### config.mk
export PLATFORM = sky130hd
export DESIGN_NAME = max_gap_seat_allocator
export DESIGN_NICKNAME = d
export VERILOG_FILES = /design/src/hw/rtl/mgsa_pkg.sv /design/src/hw/rtl/mgsa_cell.sv /design/src/hw/rtl/mgsa_scan.sv /design/src/hw/rtl/max_gap_seat_allocator.sv
export VERILOG_INCLUDE_DIRS = /design/src /design/src/hw/rtl
export SDC_FILE = /design/constraint.sdc
export NUM_CORES = 1
export LEC_CHECK = 0
export BUFFER_PORTS_ARGS = -buffer_cell sky130_fd_sc_hd__buf_2
export CELL_PAD_IN_SITES_DETAIL_PLACEMENT = 1
export CELL_PAD_IN_SITES_GLOBAL_PLACEMENT = 1
export CORE_MARGIN = 4
export CORE_UTILIZATION = 49
export CTS_CLUSTER_SIZE = 8
export DETAILED_ROUTE_END_ITERATION = 12
export MAX_ROUTING_LAYER = met4
export PLACE_DENSITY = 0.79
export REMOVE_ABC_BUFFERS = 1
export SYNTH_ARGS = -nofsm -noshare
export SYNTH_HDL_FRONTEND = slang
export SYNTH_SLANG_ARGS = --single-unit
### constraint.sdc
create_clock -name clk -period 6 [get_ports clk]
set_clock_uncertainty 0.05 [all_clocks]
set_input_delay 1.5 -clock clk [delete_from_list [all_inputs] [get_ports clk]]
set_output_delay 1.5 -clock clk [all_outputs]
set_load 0.01 [all_outputs]
### src/hw/rtl/max_gap_seat_allocator_defines.svh
// Assertion macros shared by the seat allocator RTL.
// Included by the modules that carry concurrent assertions; needs no package.
`ifndef MAX_GAP_SEAT_ALLOCATOR_DEFINES_SVH
`define MAX_GAP_SEAT_ALLOCATOR_DEFINES_SVH

// Same-cycle implication, disabled while reset is asserted.
`define MGSA_ASSERT_IMP(lbl, clk, rst_n, ante, cons) \
    lbl: assert property (@(posedge clk) disable iff (!rst_n) (ante) |-> (cons)) \
        else $error("seat allocator: same-cycle check failed");

// Next-cycle implication, disabled while reset is asserted.
`define MGSA_ASSERT_NXT(lbl, clk, rst_n, ante, cons) \
    lbl: assert property (@(posedge clk) disable iff (!rst_n) (ante) |=> (cons)) \
        else $error("seat allocator: next-cycle check failed");

`endif

### src/hw/rtl/mgsa_pkg.sv
// Shared types and constants of the max-gap seat allocator.
// Used by every module of the block; depends on nothing.
`default_nettype none

package mgsa_pkg;

    // Number of slot cells and the widths that follow from it.
    localparam int MAX_SLOTS = 64;
    localparam int SLOT_W    = $clog2(MAX_SLOTS);
    localparam int CNT_W     = $clog2(MAX_SLOTS + 1);

    typedef enum logic {
        OP_SEAT  = 1'b0,
        OP_LEAVE = 1'b1
    } op_t;

    typedef enum logic [1:0] {
        STAT_SEATED    = 2'd0,
        STAT_FREED     = 2'd1,
        STAT_FULL      = 2'd2,
        STAT_BAD_LEAVE = 2'd3
    } status_t;

    typedef enum logic [1:0] {
        S_IDLE,
        S_SCAN,
        S_DECIDE
    } fsm_t;

    typedef struct packed {
        op_t               op;
        logic [SLOT_W-1:0] leave_slot;
    } in_req_t;

    typedef struct packed {
        logic [SLOT_W-1:0] slot;
        status_t           status;
    } out_res_t;

    // Controls of one occupancy cell.
    typedef struct packed {
        logic shift;
        logic set;
        logic clr;
    } cell_ctrl_t;

    // Controls of the gap evaluator.
    typedef struct packed {
        logic              clear;
        logic              step;
        logic [SLOT_W-1:0] idx;
        logic              occ_bit;
    } scan_ctrl_t;

    // Final decision of the gap evaluator.
    typedef struct packed {
        logic              full;
        logic [SLOT_W-1:0] pick;
    } scan_res_t;

endpackage

`default_nettype wire

### src/hw/rtl/mgsa_cell.sv
// One occupancy cell of the rotating slot ring.
// Depends on mgsa_pkg for the cell control struct.
`default_nettype none

module mgsa_cell
    import mgsa_pkg::*;
(
    input  wire logic       clk,
    input  wire logic       rst_n,
    input  wire cell_ctrl_t ctrl,
    input  wire logic       next_in,
    output logic            occ
);

    logic occ_reg;
    logic occ_next;

    // Rotation takes the neighbor's bit; otherwise a seat sets and a leave clears.
    always_comb
    begin
        occ_next = occ_reg;
        if (ctrl.shift)
        begin
            occ_next = next_in;
        end
        else if (ctrl.set)
        begin
            occ_next = 1'b1;
        end
        else if (ctrl.clr)
        begin
            occ_next = 1'b0;
        end
    end

    always_ff @(posedge clk or negedge rst_n)
    begin
        if (!rst_n)
        begin
            occ_reg <= 1'b0;
        end
        else
        begin
            occ_reg <= occ_next;
        end
    end

    assign occ = occ_reg;

endmodule

`default_nettype wire

### src/hw/rtl/mgsa_scan.sv
// Gap evaluator: watches one occupancy bit per cycle at the ring's head
// and tracks the widest gap. Depends on mgsa_pkg.
`default_nettype none

module mgsa_scan
    import mgsa_pkg::*;
(
    input  wire logic             clk,
    input  wire logic             rst_n,
    input  wire scan_ctrl_t       ctrl,
    input  wire logic [CNT_W-1:0] size,
    output scan_res_t             res
);

    logic              any_reg,   any_next;
    logic [CNT_W-1:0]  count_reg, count_next;
    logic [SLOT_W-1:0] best_reg,  best_next;
    logic [SLOT_W-1:0] pick_reg,  pick_next;
    logic [SLOT_W-1:0] last_reg,  last_next;

    logic              in_room;
    logic [SLOT_W-1:0] half;
    logic [CNT_W-1:0]  tail;

    // Per-slot update: first occupied slot seeds the edge gap, later ones
    // offer the middle of the gap to their occupied neighbor.
    always_comb
    begin
        in_room    = {1'b0, ctrl.idx} < size;
        half       = (ctrl.idx - last_reg) >> 1;
        any_next   = any_reg;
        count_next = count_reg;
        best_next  = best_reg;
        pick_next  = pick_reg;
        last_next  = last_reg;
        if (ctrl.clear)
        begin
            any_next   = 1'b0;
            count_next = '0;
            best_next  = '0;
            pick_next  = '0;
            last_next  = '0;
        end
        else if (ctrl.step && in_room && ctrl.occ_bit)
        begin
            count_next = count_reg + CNT_W'(1);
            last_next  = ctrl.idx;
            if (!any_reg)
            begin
                any_next  = 1'b1;
                best_next = ctrl.idx;
                pick_next = '0;
            end
            else if (half > best_reg)
            begin
                best_next = half;
                pick_next = last_reg + half;
            end
        end
    end

    always_ff @(posedge clk or negedge rst_n)
    begin
        if (!rst_n)
        begin
            any_reg   <= 1'b0;
            count_reg <= '0;
            best_reg  <= '0;
            pick_reg  <= '0;
            last_reg  <= '0;
        end
        else
        begin
            any_reg   <= any_next;
            count_reg <= count_next;
            best_reg  <= best_next;
            pick_reg  <= pick_next;
            last_reg  <= last_next;
        end
    end

    // Final decision: room full, or the far end beats the best gap.
    always_comb
    begin
        tail     = size - CNT_W'(1) - {1'b0, last_reg};
        res.full = (count_reg == size);
        res.pick = pick_reg;
        if (any_reg && (tail > {1'b0, best_reg}))
        begin
            res.pick = SLOT_W'(size - CNT_W'(1));
        end
    end

endmodule

`default_nettype wire

### src/hw/rtl/max_gap_seat_allocator.sv
// Max-gap seat allocator, top level.
// Request channel: in_valid/in_stall with in_data (op, leave_slot).
// Result channel: out_valid/out_stall with out_data (slot, status); one
// result per request, in request order.
// Configuration: cfg_valid/cfg_ready write channel for room_size; cfg_ready
// is always high. The user makes writes only while the block is idle; the
// block itself does not enforce this. Occupancy lives in a ring of one-bit
// cells. A seat request rotates the ring once through all MAX_SLOTS cells,
// one slot per cycle past the gap evaluator, then decides and sets the
// chosen cell; no new request is taken until its result is loaded. A leave
// request clears its cell in the accept cycle; its result is valid on the
// next cycle, and leaves can follow one per cycle while the output is not
// stalled.
// While a result waits under stall no request is taken; a seat already in
// the ring holds its result in the decide step until the output register frees.
// Reset empties the room, sets room_size to MAX_SLOTS and drops any result.
// Depends on mgsa_pkg, mgsa_cell, mgsa_scan and the assertion macro header.
`default_nettype none
`include "max_gap_seat_allocator_defines.svh"

module max_gap_seat_allocator
    import mgsa_pkg::*;
(
    input  wire logic             clk,
    input  wire logic             rst_n,
    input  wire logic             in_valid,
    output logic                  in_stall,
    input  wire in_req_t          in_data,
    output logic                  out_valid,
    input  wire logic             out_stall,
    output out_res_t              out_data,
    input  wire logic             cfg_valid,
    output logic                  cfg_ready,
    input  wire logic [CNT_W-1:0] cfg_data
);

    fsm_t              state_reg, state_next;
    logic [SLOT_W-1:0] idx_reg,   idx_next;
    logic [CNT_W-1:0]  room_size_reg;
    logic              out_valid_reg, out_valid_next;
    out_res_t          out_data_reg,  out_data_next;

    logic [CNT_W-1:0]     eff_size;
    logic                 accept;
    logic                 out_busy;
    logic                 res_load;
    logic                 set_en;
    logic                 clr_en;
    logic                 shift_en;
    logic [MAX_SLOTS-1:0] occ;
    logic [MAX_SLOTS-1:0] leave_hit;
    logic                 leave_ok;
    cell_ctrl_t           cell_ctrl [MAX_SLOTS];
    scan_ctrl_t           scan_ctrl;
    scan_res_t            scan_res;

    // Room size clamped to 1..MAX_SLOTS.
    always_comb
    begin
        eff_size = room_size_reg;
        if (room_size_reg == '0)
        begin
            eff_size = CNT_W'(1);
        end
        else if (room_size_reg > CNT_W'(MAX_SLOTS))
        begin
            eff_size = CNT_W'(MAX_SLOTS);
        end
    end

    // Configuration register.
    assign cfg_ready = 1'b1;

    always_ff @(posedge clk or negedge rst_n)
    begin
        if (!rst_n)
        begin
            room_size_reg <= CNT_W'(MAX_SLOTS);
        end
        else if (cfg_valid && cfg_ready)
        begin
            room_size_reg <= cfg_data;
        end
    end

    // Handshake terms.
    assign out_busy = out_valid_reg && out_stall;
    assign in_stall = (state_reg != S_IDLE) || out_busy;
    assign accept   = in_valid && !in_stall;

    // A leave is valid when the addressed cell lies in the room and is occupied.
    always_comb
    begin
        for (int k = 0; k < MAX_SLOTS; k++)
        begin
            leave_hit[k] = (in_data.leave_slot == SLOT_W'(k)) && occ[k];
        end
        leave_ok = (|leave_hit) && ({1'b0, in_data.leave_slot} < eff_size);
    end

    // Sequencer: leaves complete in idle; a seat rotates the ring once, then decides and writes back.
    always_comb
    begin
        state_next    = state_reg;
        idx_next      = idx_reg;
        res_load      = 1'b0;
        out_data_next = out_data_reg;
        set_en        = 1'b0;
        clr_en        = 1'b0;
        shift_en      = 1'b0;
        scan_ctrl     = '{clear: 1'b0, step: 1'b0, idx: idx_reg, occ_bit: occ[0]};
        case (state_reg)
            S_IDLE:
            begin
                if (accept)
                begin
                    if (in_data.op == OP_LEAVE)
                    begin
                        res_load           = 1'b1;
                        clr_en             = leave_ok;
                        out_data_next.slot = in_data.leave_slot;
                        out_data_next.status = leave_ok ? STAT_FREED : STAT_BAD_LEAVE;
                    end
                    else
                    begin
                        scan_ctrl.clear = 1'b1;
                        idx_next        = '0;
                        state_next      = S_SCAN;
                    end
                end
            end
            S_SCAN:
            begin
                scan_ctrl.step = 1'b1;
                shift_en       = 1'b1;
                idx_next       = idx_reg + SLOT_W'(1);
                if (idx_reg == SLOT_W'(MAX_SLOTS - 1))
                begin
                    state_next = S_DECIDE;
                end
            end
            S_DECIDE:
            begin
                if (!out_busy)
                begin
                    res_load   = 1'b1;
                    state_next = S_IDLE;
                    if (scan_res.full)
                    begin
                        out_data_next.slot   = '0;
                        out_data_next.status = STAT_FULL;
                    end
                    else
                    begin
                        set_en               = 1'b1;
                        out_data_next.slot   = scan_res.pick;
                        out_data_next.status = STAT_SEATED;
                    end
                end
            end
            default:
            begin
                state_next = S_IDLE;
            end
        endcase
    end

    always_ff @(posedge clk or negedge rst_n)
    begin
        if (!rst_n)
        begin
            state_reg <= S_IDLE;
            idx_reg   <= '0;
        end
        else
        begin
            state_reg <= state_next;
            idx_reg   <= idx_next;
        end
    end

    // Output register.
    always_comb
    begin
        out_valid_next = out_valid_reg;
        if (res_load)
        begin
            out_valid_next = 1'b1;
        end
        else if (out_valid_reg && !out_stall)
        begin
            out_valid_next = 1'b0;
        end
    end

    always_ff @(posedge clk or negedge rst_n)
    begin
        if (!rst_n)
        begin
            out_valid_reg <= 1'b0;
        end
        else
        begin
            out_valid_reg <= out_valid_next;
        end
    end

    always_ff @(posedge clk)
    begin
        out_data_reg <= out_data_next;
    end

    assign out_valid = out_valid_reg;
    assign out_data  = out_data_reg;

    // Per-cell controls: common rotate, decoded set and clear.
    always_comb
    begin
        for (int k = 0; k < MAX_SLOTS; k++)
        begin
            cell_ctrl[k].shift = shift_en;
            cell_ctrl[k].set   = set_en && (scan_res.pick == SLOT_W'(k));
            cell_ctrl[k].clr   = clr_en && (in_data.leave_slot == SLOT_W'(k));
        end
    end

    // Ring of cells; each cell takes its upper neighbor's bit on a rotate.
    for (genvar g = 0; g < MAX_SLOTS; g++)
    begin : g_cell
        mgsa_cell u_cell (
            .clk     (clk),
            .rst_n   (rst_n),
            .ctrl    (cell_ctrl[g]),
            .next_in (occ[(g + 1) % MAX_SLOTS]),
            .occ     (occ[g])
        );
    end

    // Gap evaluator at the head of the ring.
    mgsa_scan u_scan (
        .clk   (clk),
        .rst_n (rst_n),
        .ctrl  (scan_ctrl),
        .size  (eff_size),
        .res   (scan_res)
    );

    // Requests are only taken in the idle state.
    `MGSA_ASSERT_IMP(a_accept_idle, clk, rst_n, accept, state_reg == S_IDLE)
    // The ring is back in its home alignment when the decision is made.
    `MGSA_ASSERT_IMP(a_ring_home, clk, rst_n, state_reg == S_DECIDE, idx_reg == '0)
    // A seated slot is occupied right after the result is loaded.
    `MGSA_ASSERT_NXT(a_seat_marked, clk, rst_n,
        res_load && (out_data_next.status == STAT_SEATED),
        occ[out_data_reg.slot])
    // A seated slot lies inside the room.
    `MGSA_ASSERT_NXT(a_seat_in_room, clk, rst_n,
        res_load && (out_data_next.status == STAT_SEATED),
        ({1'b0, out_data_reg.slot} < eff_size))

endmodule

`default_nettype wire
== After elaboration in Yosys (flattened, before gate mapping) ==
Index checks and enable logic that the tools add are counted.
Widths: inputs -> output; s select.
Word-level totals
  bits in registers: 114
  input port bits: 19
  output and inout port bits: 11
  word-level logic and storage cells: 741
Operators by class
  $add $sub $neg: 6
  order comparisons: 5
  eq/ne operators: 136
  multiplexer cells: 239
  reductions and logical operators: 280
Operators with widths (count)
  $eq 6x6->1 const B: 65
  $mux 1: 209
  $logic_and 1x1->1: 199
  $eq 6x5->1 const B: 32
  $reduce_bool 3->1: 64
  $eq 6x4->1 const B: 16
  $mux 6: 13
  $reduce_or 64->1: 1
  $eq 6x3->1 const B: 8
  $mux 8: 4
  $mux 7: 4
  $eq 6x2->1 const B: 4
  $pmux 8 s2: 1
  $lt 6x7->1: 2
  $eq 6x1->1 const B: 2
  $logic_not 6->1: 2
  $pmux 6 s2: 1
  $mux 2: 5
  $ne 2x2->1 const B: 5
  $reduce_bool 2->1: 5
  $reduce_and 4->1: 2
  $add 7x1->7 const B: 1
  $eq 7x7->1: 1
  $gt 7x6->1: 1
  18 further kinds: 19

== Depth between registers and ports, before layout ==
Gate-level depths: netlist of the first run.
  depth in word-level cells: 12
  depth in mapped cells: 24
  gate-level depth less buffers: 20

== Cells and area by module ==
Synthesis of the first run repeated with hierarchy kept, for this count alone.
Second synthesis, totals
  cell total of the unflattened synthesis: 1038
  area, all modules: 8569.5 um^2
By module, submodules not included
  max_gap_seat_allocator: times used 1, cells each 457, area each 3159.3 um^2, sequential area each 641.9 um^2
  mgsa_cell: times used 64, cells each 5, area each 46.3 um^2, sequential area each 25.0 um^2
  mgsa_scan: times used 1, cells each 261, area each 2447.3 um^2, sequential area each 650.6 um^2

== Worst setup path before layout of the first run ==
Ideal clock, no wire load.
  path kind: reg-to-reg
  from: reg room_size_reg[5]
  to: reg out_data_reg (netlist bit out_data[5]) (data pin)
  setup time: 0.266 ns
  arrival: 4.466 ns
  data required time: 5.684 ns
  slack: 1.218 ns
  stages on the path, launching flop included: 23
  path buffers: 4
  period minus slack after synthesis: 4.782 ns
  cells stage by stage: dfrtp_1 > nor3_4 > a21oi_2 > nor2_1 > inv_1 > ha_1 > clkbuf_1 > inv_1 > ha_1 > a21o_1 > a21oi_1 > o21bai_1 > a21oi_1 > xnor2_1 > ha_1 > nand4_1 > o221ai_1 > o221ai_1 > buf_4 > buf_4 > buf_2 > mux2i_1 > o21ai_0
RTL lines
  from (decl): line max_gap_seat_allocator.sv:39  | logic [CNT_W-1:0] room_size_reg;
  from (signal assigned): line max_gap_seat_allocator.sv:78  | room_size_reg <= CNT_W'(MAX_SLOTS);
  from (signal assigned): line max_gap_seat_allocator.sv:82  | room_size_reg <= cfg_data;
  to (signal assigned): line max_gap_seat_allocator.sv:210  | out_data_reg <= out_data_next;
  to (decl): line max_gap_seat_allocator.sv:41  | out_res_t out_data_reg, out_data_next;

== Worst setup path after layout of the first run ==
  from: reg room_size_reg[5]
  to: reg g_cell[10].u_cell.occ_reg
Between the ends
  longest elaborated chain between the ends: 12
  elaborated cells on any way between the ends: 24
  those cells by class: 2 x add/sub; 3 x order compare; 2 x eq/ne; 11 x mux; 6 x reduce/logical
RTL lines
  $gt 7x7->1: line max_gap_seat_allocator.sv:65  | else if (room_size_reg > CNT_W'(MAX_SLOTS))
  $mux 7: line max_gap_seat_allocator.sv:65
  $mux 7 (*): line max_gap_seat_allocator.sv:61  | if (room_size_reg == '0)
  $sub 7x1->7: line mgsa_scan.sv:85  | tail = size - CNT_W'(1) - {1'b0, last_reg};
  $sub 7x6->7: line mgsa_scan.sv:85
  $gt 7x6->1: line mgsa_scan.sv:88  | if (any_reg && (tail > {1'b0, best_reg}))
  $logic_and 1x1->1: line mgsa_scan.sv:88
  $mux 6: line mgsa_scan.sv:88
  $eq 6x4->1: line max_gap_seat_allocator.sv:222  | cell_ctrl[k].set = set_en && (scan_res.pick == SLOT_W'(k));
  $logic_and 1x1->1: line max_gap_seat_allocator.sv:222
  $mux 1: line mgsa_cell.sv:26  | else if (ctrl.set)
  $mux 1: line mgsa_cell.sv:22  | if (ctrl.shift)
  to (signal assigned): line mgsa_cell.sv:44  | occ_reg <= occ_next;
  to (decl): line mgsa_cell.sv:15  | logic occ_reg;
Every way passes the cells marked *; elsewhere a longest branch is shown, timed or not.
A chain may end at the register's enable or synchronous reset.

==> impl_metrics.sql, run 1 <==
INSERT INTO impl_metrics (metric_group, metric, value, unit) VALUES
('detailed_routing', 'detail_route.drc_violations', '0', ''),
('yosys', 'synth.avg_cell_area', '8.65', 'um2'),
('global_routing', 'aggregate_global_routing_overflow', '0', ''),
('sta', 'achievable-frequency', '180', 'MHz'),
('worst_setup_path', 'worstRegToRegCells', '19', ''),
('sta', 'max-slew-margin-rel', '13.9', '%'),
('detailed_routing', 'postRouteAntennaNets', '0', ''),
('worst_setup_path', 'crit_path_end_kind', 'flop', ''),
('clocking', 'clock_tree_root_buffer_cell', 'sky130_fd_sc_hd__clkbuf_16', ''),
('clocking', 'cts_hold_buffers', '0', ''),
('yosys', 'synth.most_common_cell', 'sky130_fd_sc_hd__nand2_1', ''),
('die', 'starting_density', '50.7', '%'),
('sta', 'fin_crit_sh', '92.8', '%'),
('die', 'cell_rows', '48', ''),
('clocking', 'cts_sinks', '114', ''),
('global_routing', 'grt.total_usage', '34.8', '%'),
('worst_setup_path', 'critical_path_arrival', '5880', 'ps'),
('yosys', 'ys.warnings.count', '0', ''),
('clocking', 'clk_pin_slew', '60', 'ps'),
('final_layout', 'layout.filler_cells', '2087', ''),
('sta', 'hold_violations', '0', ''),
('yosys', 'synth.yosys.seq_area_share', '32.7', '%'),
('yosys', 'synth-async-reset-ratio', '93.0', '%'),
('yosys', 'synth_top_cells_by_count', 'sky130_fd_sc_hd__nand2_1 (148), sky130_fd_sc_hd__dfrtp_1 (105), sky130_fd_sc_hd__mux2i_1 (52)', ''),
('yosys', 'number_of_synthesized_flops_with_an_enable_pin', '8', ''),
('sta', 'pin_slew_with_the_least_headroom_to_its_limit', '1270', 'ps'),
('final_layout', 'number_of_inserted_diodes', '0', ''),
('clocking', 'worstSkewPairLatency', '440', 'ps'),
('clocking', 'cts_inserted_buffers', '17', ''),
('yosys', 'yosys.area.top_type_share', '29.7', '%'),
('placed_design', 'dp_hpwl', '23.1', 'mm'),
('global_routing', 'grt_antenna_before_repair', '0', ''),
('yosys', 'synth_top_cells_by_area', 'sky130_fd_sc_hd__dfrtp_1 (30%), sky130_fd_sc_hd__nand2_1 (6.3%), sky130_fd_sc_hd__mux2i_1 (5.9%), sky130_fd_sc_hd__ha_1 (5.5%), sky130_fd_sc_hd__edfxtp_1 (2.7%)', ''),
('power', 'vdd.ir_drop.worst', '572', 'uV'),
('placed_design', 'numPlacedInstances', '1222', ''),
('final_layout', 'largest_register_ff_count', '64', ''),
('yosys', 'postSynth.topFlopCell', 'sky130_fd_sc_hd__dfrtp_1', ''),
('worst_hold_path', 'min_path_type', 'reg -> reg', ''),
('yosys', 'ys_seq_elements', '114', ''),
('sta', 'finalSetupViolCount', '0', ''),
('detailed_routing', 'dr.pass1.iters', '6', ''),
('power', 'p_leak', '3.88', 'nW'),
('yosys', 'synth_top_area_cell', 'sky130_fd_sc_hd__dfrtp_1', ''),
('worst_setup_path', 'timing.critical_path.required', '6310', 'ps'),
('clocking', 'cts_tree', 'built', ''),
('yosys', 'synthDistinctLibCells', '90', ''),
('global_routing', 'grt_first_pass_wirelength', '53.2', 'mm'),
('die', 'io_pins', '30', ''),
('job', 'max-cap-violations', '0', ''),
('worst_setup_path', 'path_max_fanout', '16', ''),
('die', 'dieWidth', '142', 'um'),
('clocking', 'h-tree-depth', '4', ''),
('worst_hold_path', 'hold-path-cell-count', '2', ''),
('sta', 'period_minus_slack', '5570', 'ps'),
('detailed_routing', 'first_iter_violations', '853', ''),
('clocking', 'post-cts-setup-buffer-count', '0', ''),
('sta', 'drv_slew', '0', ''),
('die', 'die_area', '20300', 'um2'),
('final_layout', 'final_cell_count_no_fill', '1254', ''),
('placed_design', 'io_buffer_count', '28', ''),
('die', 'die_h', '142', 'um'),
('final_layout', 'nNetsFinal', '1077', ''),
('global_routing', 'grt_max_degree', '73', ''),
('clocking', 'clk_path_buf_depth', '2', ''),
('detailed_routing', 'vias', '8751', ''),
('yosys', 'post_synth_instance_area', '8850', 'um2'),
('worst_setup_path', 'crit_type', 'reg -> reg', ''),
('detailed_routing', 'post_drt_via_cell_ratio', '6.98', ''),
('run_status', 'status', 'completed', ''),
('final_layout', 'drive_above_1_share', '13.0', '%'),
('worst_setup_path', 'cp-start-kind', 'flop', ''),
('power', 'cellPowerDensity', '616', 'nW/um2'),
('worst_setup_path', 'ff2ff_setup_slack', '430', 'ps'),
('die', 'core-area', '17500', 'um2'),
('placed_design', 'finalWeightedCongestion', '0.966', ''),
('detailed_routing', 'avgRoutedWirePerCell', '26.8', 'um'),
('detailed_routing', 'routed_wirelength', '33.6', 'mm'),
('yosys', 'synthesis.instances', '1023', ''),
('clocking', 'cts_resized', '0', ''),
('final_layout', 'core_occupancy_in_the_finished_layout', '55.3', '%'),
('global_routing', 'first_global_vias', '9157', ''),
('final_layout', 'syn_to_final_growth', '9.21', '%');
==> cell families after synthesis <==
group / Yosys count / synth area share, %
AO/OA/AOI/OAI: 324 / 26.1
XOR/XNOR: 20 / 1.98
adder cells (fa/ha/maj): 42 / 6.19
buffers and inverters: 115 / 6.11
flip-flops: 114 / 32.7
multiplexers: 68 / 7.94
other: 1 / 0.0424
AND/OR/NAND/NOR: 339 / 19.0
==> cell usage in the layout (no fill, tap or decap), types with 20 or more instances in the layout <==
| master | instances |
|---|---|
| sky130_fd_sc_hd__mux2i_1 | 52 |
| sky130_fd_sc_hd__inv_1 | 34 |
| sky130_fd_sc_hd__o21ai_0 | 42 |
| sky130_fd_sc_hd__ha_1 | 39 |
| sky130_fd_sc_hd__and3_1 | 20 |
| sky130_fd_sc_hd__nand2_1 | 148 |
| sky130_fd_sc_hd__nand3_1 | 27 |
| sky130_fd_sc_hd__buf_2 | 27 |
| sky130_fd_sc_hd__a211oi_1 | 29 |
| sky130_fd_sc_hd__o21ai_1 | 43 |
| sky130_fd_sc_hd__nor2_1 | 43 |
| sky130_fd_sc_hd__buf_4 | 26 |
| sky130_fd_sc_hd__a21oi_1 | 39 |
| sky130_fd_sc_hd__dfrtp_1 | 105 |
==> stage by stage <==
| step | power (mW) | instance area [um2] | hold slack, ps | setup slack, ps | TNS, ps |
|---|---|---|---|---|---|
| after floorplan | 3.82 | 8450 | 444 | -1390 | -72250 |
| after global placement | 4.69 | 9100 | 480 | 407 | 0 |
| after detailed placement | 4.82 | 9100 | 493 | 323 | 0 |
| after CTS | 5.87 | 9660 | 505 | 99.8 | 0 |
| after global routing | 6.37 | 9670 | 545 | -9.28 | -9.28 |
| final | 5.96 | 9670 | 503 | 430 | 0 |
==> path summary, 6_finish.rpt <==
| path | from | endpoint |
|---|---|---|
| max reg2reg | room_size_reg[5] | g_cell[10].u_cell.occ |
| min in group asynchronous | rst_n | g_cell[53].u_cell.occ |
| max | room_size_reg[5] | g_cell[10].u_cell.occ |
| min reg2reg | u_scan.best_reg[3] | u_scan.best_reg[3] |
| max in group asynchronous | rst_n | u_scan.count_reg[2] |
| min | u_scan.best_reg[3] | u_scan.best_reg[3] |
==> report_power, final <==
part / switching, mW / internal (mW)
registers: 0.419 / 1.10
clock network: 0.390 / 0.597
logic: 2.06 / 1.40
total: 2.87 / 3.09
==> layout make-up <==
cell class                 count  area (um2)  area share, %
clock buffer                  22         474           4.90
clock inverter                10        85.1          0.880
inverter                      36         135           1.40
multi-input combinational    794        5470           56.6
sequential                   114        2890           29.9
tap                          225         282           2.91
timing repair buffer          53         330           3.42
==> critical path: stages (launching register included) <==
cell and delay [ps]:
sky130_fd_sc_hd__dfrtp_1 470, sky130_fd_sc_hd__nor3_4 290, sky130_fd_sc_hd__a21oi_2 140, sky130_fd_sc_hd__nor2_1 150, sky130_fd_sc_hd__inv_1 130, sky130_fd_sc_hd__ha_1 290
sky130_fd_sc_hd__xnor2_1 160, sky130_fd_sc_hd__buf_4 170, sky130_fd_sc_hd__ha_1 330, sky130_fd_sc_hd__nor2b_1 190, sky130_fd_sc_hd__o31ai_2 350, sky130_fd_sc_hd__a21boi_0 280
sky130_fd_sc_hd__ha_1 300, sky130_fd_sc_hd__nand2_1 100, sky130_fd_sc_hd__a21oi_1 50, sky130_fd_sc_hd__a2111oi_2 460, sky130_fd_sc_hd__o221ai_4 180, sky130_fd_sc_hd__mux2i_2 1010
sky130_fd_sc_hd__a222oi_1 260, sky130_fd_sc_hd__o21ai_1 130
==> routing by layer <==
metal / GRT usage, % / part of all wire [%]
met1: 42.7 / 40
met2: 56.5 / 49
met3: 5.54 / 6.5
met4: 16.1 / 4.6
met5: - / 0
Power figures use the tool's default switching activity.
==> run 2: changes to the inputs <==
Settings changed: ABC_AREA set to 1, CORE_UTILIZATION 49 to 46, HOLD_SLACK_MARGIN set to 0.15.
==> impl_metrics.sql, run 2 <==
INSERT INTO impl_metrics (metric_group, metric, value, unit) VALUES
('run_status', 'status', 'completed', ''),
('yosys', 'postSynth.topFlopCell', 'sky130_fd_sc_hd__dfrtp_1', ''),
('power', 'share_comb_of_total_power', '48.2', '%'),
('worst_setup_path', 'crit_path_max_incr_delay', '510', 'ps'),
('final_layout', 'final_area', '9220', 'um2'),
('placed_design', 'io_buffer_count', '28', ''),
('global_routing', 'grt_antenna_before_repair', '0', ''),
('final_layout', 'syn_to_final_growth', '10.7', '%'),
('power', 'total_switching_power', '2.09', 'mW'),
('worst_hold_path', 'hold-path-cell-count', '2', ''),
('sta', 'pin_slew_with_the_least_headroom_to_its_limit', '1070', 'ps'),
('worst_setup_path', 'path_max_fanout', '16', ''),
('power', 'vdd.ir_drop.worst', '379', 'uV'),
('clocking', 'worstSkewPairLatency', '430', 'ps'),
('sta', 'hold_violations', '0', ''),
('power', 'clkPwrFrac', '23.1', '%'),
('clocking', 'cts_resized', '0', ''),
('yosys', 'ys.warnings.count', '0', ''),
('placed_design', 'finalWeightedCongestion', '0.852', ''),
('placed_design', 'dp_hpwl', '19.3', 'mm'),
('worst_hold_path', 'holdCritStartpoint', 'u_scan.best_reg[2]', ''),
('yosys', 'number_of_synthesized_flops_with_an_enable_pin', '8', ''),
('yosys', 'synthDistinctLibCells', '51', ''),
('die', 'die_area', '20300', 'um2'),
('yosys', 'yosys.area.top_type_share', '31.5', '%'),
('worst_setup_path', 'critical_path_arrival', '5220', 'ps'),
('yosys', 'synth_top_cells_by_area', 'sky130_fd_sc_hd__dfrtp_1 (32%), sky130_fd_sc_hd__nand2_1 (17%), sky130_fd_sc_hd__nand3_1 (9.0%), sky130_fd_sc_hd__ha_1 (5.9%), sky130_fd_sc_hd__inv_1 (4.8%)', ''),
('clocking', 'post-cts-setup-buffer-count', '0', ''),
('worst_setup_path', 'crit_path_end_kind', 'flop', ''),
('worst_setup_path', 'cpMostUsedCell', 'sky130_fd_sc_hd__nand2_1', ''),
('sta', 'period_minus_slack', '4910', 'ps'),
('yosys', 'synth.avg_cell_area', '7.04', 'um2'),
('clocking', 'clock_tree_root_buffer_cell', 'sky130_fd_sc_hd__clkbuf_16', ''),
('clocking', 'cts_inserted_buffers', '17', ''),
('global_routing', 'first_global_vias', '8275', ''),
('sta', 'post-route-worst-setup-slack', '1090', 'ps'),
('final_layout', 'drive_above_1_share', '10.1', '%'),
('power', 'seq_pwr_share', '28.7', '%'),
('yosys', 'ys_seq_elements', '114', ''),
('yosys', 'synth_top_area_cell', 'sky130_fd_sc_hd__dfrtp_1', ''),
('sta', 'finalSetupViolCount', '0', ''),
('placed_design', 'dpl_worst_slack', '1130', 'ps'),
('power', 'power.internal', '2.44', 'mW'),
('global_routing', 'grt_max_degree', '76', ''),
('detailed_routing', 'routed_wirelength', '27.1', 'mm'),
('clocking', 'cts_tree', 'built', ''),
('power', 'cellPowerDensity', '491', 'nW/um2'),
('worst_setup_path', 'cp-start-kind', 'flop', ''),
('power', 'finalPower', '4.53', 'mW'),
('clocking', 'cts_sinks', '114', ''),
('power', 'power.share.switching', '46.1', '%'),
('detailed_routing', 'postRouteAntennaNets', '0', ''),
('clocking', 'cts_hold_buffers', '0', ''),
('placed_design', 'place_area', '8630', 'um2'),
('worst_setup_path', 'critical_path.n_buffers_inverters', '3', ''),
('yosys', 'synthesis.instances', '1183', ''),
('yosys', 'synth_top_cells_by_count', 'sky130_fd_sc_hd__nand2_1 (387), sky130_fd_sc_hd__nand3_1 (150), sky130_fd_sc_hd__inv_1 (107)', ''),
('placed_design', 'numPlacedInstances', '1404', ''),
('detailed_routing', 'vias', '8091', ''),
('worst_hold_path', 'timing.hold.worst_endpoint', 'u_scan.best_reg[2]', ''),
('detailed_routing', 'post_drt_via_cell_ratio', '5.63', ''),
('die', 'core-area', '17500', 'um2'),
('final_layout', 'nNetsFinal', '1259', ''),
('global_routing', 'grt.total_usage', '28.9', '%'),
('worst_setup_path', 'worstReg2RegEnd', 'g_cell[51].u_cell.occ', ''),
('worst_setup_path', 'ff2ff_setup_slack', '1090', 'ps'),
('clocking', 'clk_pin_slew', '60', 'ps'),
('sta', 'fin_crit_sh', '81.9', '%'),
('yosys', 'synth-async-reset-ratio', '93.0', '%'),
('worst_setup_path', 'worstRegToRegCells', '27', ''),
('final_layout', 'final_cell_count_no_fill', '1436', ''),
('global_routing', 'aggregate_global_routing_overflow', '0', ''),
('detailed_routing', 'detail_route.drc_violations', '0', ''),
('final_layout', 'leading_cell_types_in_the_layout_fill_and_taps_excluded', 'sky130_fd_sc_hd__nand2_1 (387), sky130_fd_sc_hd__nand3_1 (150), sky130_fd_sc_hd__inv_1 (107)', ''),
('yosys', 'post_synth_instance_area', '8330', 'um2'),
('final_layout', 'core_occupancy_in_the_finished_layout', '52.6', '%'),
('sta', 'max-slew-margin-rel', '28.8', '%'),
('worst_setup_path', 'crit_type', 'reg -> reg', ''),
('job', 'max-cap-violations', '0', ''),
('detailed_routing', 'first_iter_violations', '655', ''),
('die', 'die_h', '143', 'um'),
('worst_setup_path', 'timing.critical_path.slowest_stage_cell', 'sky130_fd_sc_hd__nor2_4', ''),
('die', 'cell_rows', '48', ''),
('clocking', 'clk_path_buf_depth', '2', ''),
('yosys', 'synth.yosys.seq_area_share', '34.7', '%'),
('final_layout', 'number_of_inserted_diodes', '0', ''),
('final_layout', 'largest_register_ff_count', '64', ''),
('die', 'starting_density', '47.5', '%'),
('sta', 'achievable-frequency', '203', 'MHz'),
('power', 'p_leak', '4.37', 'nW'),
('sta', 'rsz0062_at_grt', 'no', ''),
('sta', 'setup_tns', '0', 'ps'),
('worst_setup_path', 'r2r_start', 'room_size_reg[3]', ''),
('final_layout', 'mostFrequentLayoutCell', 'sky130_fd_sc_hd__nand2_1', ''),
('worst_setup_path', 'timing.critical_path.required', '6310', 'ps'),
('worst_setup_path', 'critical_path.top_delay_family', 'simple AND/OR/NAND/NOR gates', ''),
('clocking', 'h-tree-depth', '4', ''),
('global_routing', 'grt_first_pass_wirelength', '44.7', 'mm'),
('die', 'io_pins', '30', ''),
('yosys', 'synth.most_common_cell', 'sky130_fd_sc_hd__nand2_1', ''),
('detailed_routing', 'dr.pass1.iters', '5', ''),
('die', 'dieWidth', '143', 'um'),
('detailed_routing', 'avgRoutedWirePerCell', '18.8', 'um'),
('sta', 'whs', '440', 'ps'),
('worst_hold_path', 'min_path_type', 'reg -> reg', ''),
('sta', 'drv_slew', '0', '');
run 2: final cells by class:
| cell class | instances | area [um2] |
|---|---|---|
| tap | 225 | 282 |
| multi-input combinational | 913 | 4800 |
| inverter | 113 | 429 |
| timing repair buffer | 39 | 225 |
| fill | 2309 | 8310 |
| clock buffer | 18 | 429 |
| clock inverter | 14 | 165 |
| sequential | 114 | 2890 |
run 2: worst register-to-register path: cells and delay by family (launching register included):
| kind | cells | cell delay, ps |
|---|---|---|
| DFF | 1 | 410 |
| buffers and inverters | 3 | 260 |
| xor gates and xnor gates | 1 | 230 |
| and+or+nand+nor | 16 | 2430 |
| adders and majority gates | 3 | 830 |
| AOI/OAI and AO/OA | 4 | 640 |
run 2: worst max-delay path by stage:
stage	from	endpoint	cells past startpoint
detailed placement	room_size_reg[3]	g_cell[51].u_cell.occ	27
CTS	room_size_reg[3]	g_cell[51].u_cell.occ	27
floorplan	state_reg[0]	u_scan.pick_reg[4]	9
global placement	room_size_reg[5]	g_cell[60].u_cell.occ	26
global route	room_size_reg[3]	g_cell[51].u_cell.occ	30
finish	room_size_reg[3]	g_cell[51].u_cell.occ	27
run 2: logic make-up after synthesis:
family / after synthesis / synth area share, %
other: 1 / 0.0450
xor gates and xnor gates: 22 / 2.31
adders and majority gates: 42 / 6.58
and+or+nand+nor: 701 / 37.1
muxes: 2 / 0.270
buffers and inverters: 156 / 7.80
DFF: 114 / 34.7
AOI/OAI and AO/OA: 145 / 11.2
run 2: per-layer routing:
metal | vias to the layer above | track usage, % | wire length (um)
met5 | - | - | 0
met4 | 0 | 7.35 | 497
met3 | 40 | 4.74 | 1470
met2 | 199 | 42.9 | 12000
met1 | 3979 | 41.4 | 13100
li1 | 3873 | - | -
run 2: power groups by stage:
stage               clock network (mW)  registers, mW  logic (mW)
detailed placement                   0           1.30        2.16
finish                            1.05           1.30        2.18
global placement                     0           1.29        2.09
floorplan                            0           1.22        1.57
CTS                               1.06           1.29        2.19
global route                      1.09           1.33        2.49
==> run 3: changes to the inputs <==
Clock period 6 ns to 4.8 ns, I/O delays scaled along.
==> impl_metrics.sql, run 3 (same netlist as run 2, synthesis figures left out) <==
INSERT INTO impl_metrics (metric_group, metric, value, unit) VALUES
('job', 'max-cap-violations', '0', ''),
('power', 'power.internal', '3.16', 'mW'),
('global_routing', 'first_global_vias', '8464', ''),
('final_layout', 'mostFrequentLayoutCell', 'sky130_fd_sc_hd__nand2_1', ''),
('worst_setup_path', 'worstReg2RegEnd', 'g_cell[53].u_cell.occ', ''),
('clocking', 'cts_tree', 'built', ''),
('detailed_routing', 'dr.pass1.iters', '5', ''),
('detailed_routing', 'first_iter_violations', '621', ''),
('power', 'total_switching_power', '2.82', 'mW'),
('global_routing', 'grt.total_usage', '30.3', '%'),
('run_status', 'status', 'completed', ''),
('die', 'die_area', '20300', 'um2'),
('worst_setup_path', 'worstRegToRegCells', '29', ''),
('detailed_routing', 'avgRoutedWirePerCell', '20.5', 'um'),
('worst_hold_path', 'hold-path-cell-count', '2', ''),
('sta', 'period_minus_slack', '4550', 'ps'),
('worst_setup_path', 'cp-start-kind', 'flop', ''),
('final_layout', 'layout.filler_cells', '2286', ''),
('die', 'starting_density', '47.5', '%'),
('worst_setup_path', 'critical_path_arrival', '4850', 'ps'),
('detailed_routing', 'routed_wirelength', '29.6', 'mm'),
('worst_setup_path', 'crit_path_max_incr_delay', '430', 'ps'),
('final_layout', 'core_occupancy_in_the_finished_layout', '54.5', '%'),
('final_layout', 'final_cell_count_no_fill', '1447', ''),
('global_routing', 'aggregate_global_routing_overflow', '0', ''),
('detailed_routing', 'vias', '8451', ''),
('worst_setup_path', 'cpMostUsedCell', 'sky130_fd_sc_hd__nand2_1', ''),
('final_layout', 'syn_to_final_growth', '14.6', '%'),
('worst_hold_path', 'holdCritStartpoint', 'u_scan.best_reg[4]', ''),
('detailed_routing', 'detail_route.drc_violations', '0', ''),
('global_routing', 'grt_max_degree', '75', ''),
('sta', 'setup_tns', '0', 'ps'),
('sta', 'pin_slew_with_the_least_headroom_to_its_limit', '920', 'ps'),
('final_layout', 'leading_cell_types_in_the_layout_fill_and_taps_excluded', 'sky130_fd_sc_hd__nand2_1 (378), sky130_fd_sc_hd__nand3_1 (150), sky130_fd_sc_hd__inv_1 (107)', ''),
('worst_hold_path', 'min_path_type', 'reg -> reg', ''),
('power', 'share_comb_of_total_power', '51.4', '%'),
('die', 'core-area', '17500', 'um2'),
('power', 'power.share.switching', '47.2', '%'),
('final_layout', 'drive_above_1_share', '12.8', '%'),
('placed_design', 'numPlacedInstances', '1409', ''),
('detailed_routing', 'postRouteAntennaNets', '0', ''),
('detailed_routing', 'post_drt_via_cell_ratio', '5.84', ''),
('sta', 'drv_slew', '0', ''),
('worst_setup_path', 'crit_path_end_kind', 'flop', ''),
('die', 'cell_rows', '48', ''),
('final_layout', 'number_of_inserted_diodes', '0', ''),
('power', 'cellPowerDensity', '626', 'nW/um2'),
('clocking', 'cts_hold_buffers', '0', ''),
('worst_setup_path', 'timing.critical_path.slowest_stage_cell', 'sky130_fd_sc_hd__dfrtp_1', ''),
('clocking', 'cts_sinks', '114', ''),
('power', 'clkPwrFrac', '21.2', '%'),
('die', 'die_h', '143', 'um'),
('final_layout', 'largest_register_ff_count', '64', ''),
('clocking', 'h-tree-depth', '4', ''),
('power', 'finalPower', '5.98', 'mW'),
('sta', 'hold_violations', '0', ''),
('die', 'dieWidth', '143', 'um'),
('sta', 'whs', '443', 'ps'),
('power', 'vdd.ir_drop.worst', '351', 'uV'),
('final_layout', 'nNetsFinal', '1273', ''),
('global_routing', 'grt_antenna_before_repair', '0', ''),
('worst_setup_path', 'timing.critical_path.required', '5100', 'ps'),
('sta', 'max-slew-margin-rel', '38.4', '%'),
('placed_design', 'io_buffer_count', '28', ''),
('clocking', 'clk_path_buf_depth', '2', ''),
('worst_setup_path', 'path_max_fanout', '7', ''),
('worst_setup_path', 'ff2ff_setup_slack', '250', 'ps'),
('sta', 'fin_crit_sh', '94.9', '%'),
('placed_design', 'finalWeightedCongestion', '0.909', ''),
('power', 'p_leak', '4.47', 'nW'),
('die', 'io_pins', '30', ''),
('worst_setup_path', 'crit_type', 'reg -> reg', ''),
('sta', 'finalSetupViolCount', '0', ''),
('clocking', 'cts_inserted_buffers', '17', ''),
('placed_design', 'dp_hpwl', '19.8', 'mm'),
('power', 'seq_pwr_share', '27.5', '%'),
('clocking', 'worstSkewPairLatency', '440', 'ps'),
('clocking', 'clk_pin_slew', '60', 'ps'),
('clocking', 'clock_tree_root_buffer_cell', 'sky130_fd_sc_hd__clkbuf_16', ''),
('sta', 'achievable-frequency', '220', 'MHz'),
('global_routing', 'grt_first_pass_wirelength', '46.7', 'mm'),
('worst_setup_path', 'r2r_start', 'room_size_reg[5]', ''),
('worst_hold_path', 'timing.hold.worst_endpoint', 'u_scan.best_reg[4]', '');
run 3: area by class of cell:
class | count | area (um2) | area share, %
Multi-Input combinational cell | 916 | 4990 | 52.3
Sequential cell | 114 | 2890 | 30.3
Clock buffer | 25 | 526 | 5.50
Inverter | 113 | 429 | 4.49
Timing Repair Buffer | 50 | 383 | 4.01
Tap cell | 225 | 282 | 2.95
Clock inverter | 4 | 46.3 | 0.485
run 3: power groups by stage:
stage / clock network, mW / registers [mW] / logic [mW]
2_1_floorplan: 0 / 1.53 / 1.97
3_3_place_gp: 0 / 1.62 / 2.62
3_5_place_dp: 0 / 1.63 / 2.71
4_1_cts: 1.27 / 1.62 / 2.75
5_1_grt: 1.32 / 1.68 / 3.40
6_report: 1.27 / 1.64 / 3.07
run 3: per-stage QoR:
step | setup WS [ps] | instance area (um2)
floorplan | 285 | 8110
global placement | 384 | 8680
detailed placement | 182 | 8680
CTS | 89.7 | 9250
global route | -3.45 | 9550
finish | 247 | 9550
run 3: routing by layer:
| metal | vias up | wire length (um) | part of all wire [%] | track usage [%] |
|---|---|---|---|---|
| met4 | 0 | 745 | 2.5 | 9.90 |
| met1 | 4206 | 13500 | 46 | 43.0 |
| met3 | 48 | 2020 | 6.8 | 4.74 |
| met2 | 292 | 13300 | 45 | 44.4 |
| li1 | 3905 | - | - | - |
| met5 | - | 0 | 0 | - |
run 3: worst max-delay path by stage:
stage                                start               endpoint  slack, ps  cells after the start
after floorplan               state_reg[0]     u_scan.pick_reg[4]        280                      9
after global placement    room_size_reg[3]  g_cell[54].u_cell.occ        380                     30
after detailed placement  room_size_reg[2]  g_cell[11].u_cell.occ        180                     30
after CTS                 room_size_reg[2]  g_cell[11].u_cell.occ         90                     30
after global routing      room_size_reg[2]   g_cell[9].u_cell.occ         -3                     31
final                     room_size_reg[5]  g_cell[53].u_cell.occ        250                     29
run 3: timing repair:
action | 4_1_cts | 5_1_grt
hold endpoints to repair | 0 | 0
gates resized for setup | 0 | 43
buffers inserted | 0 | 6
setup endpoints to repair | 0 | 64
run 3: worst max-delay path: cells and delay by family, from the launching register on:
kind            cells  cell delay [ps]
xor+xnor            1              140
fa+ha+maj           3              790
simple gates       19             2360
buf+inv             3              290
flops               1              430
compound gates      3              400
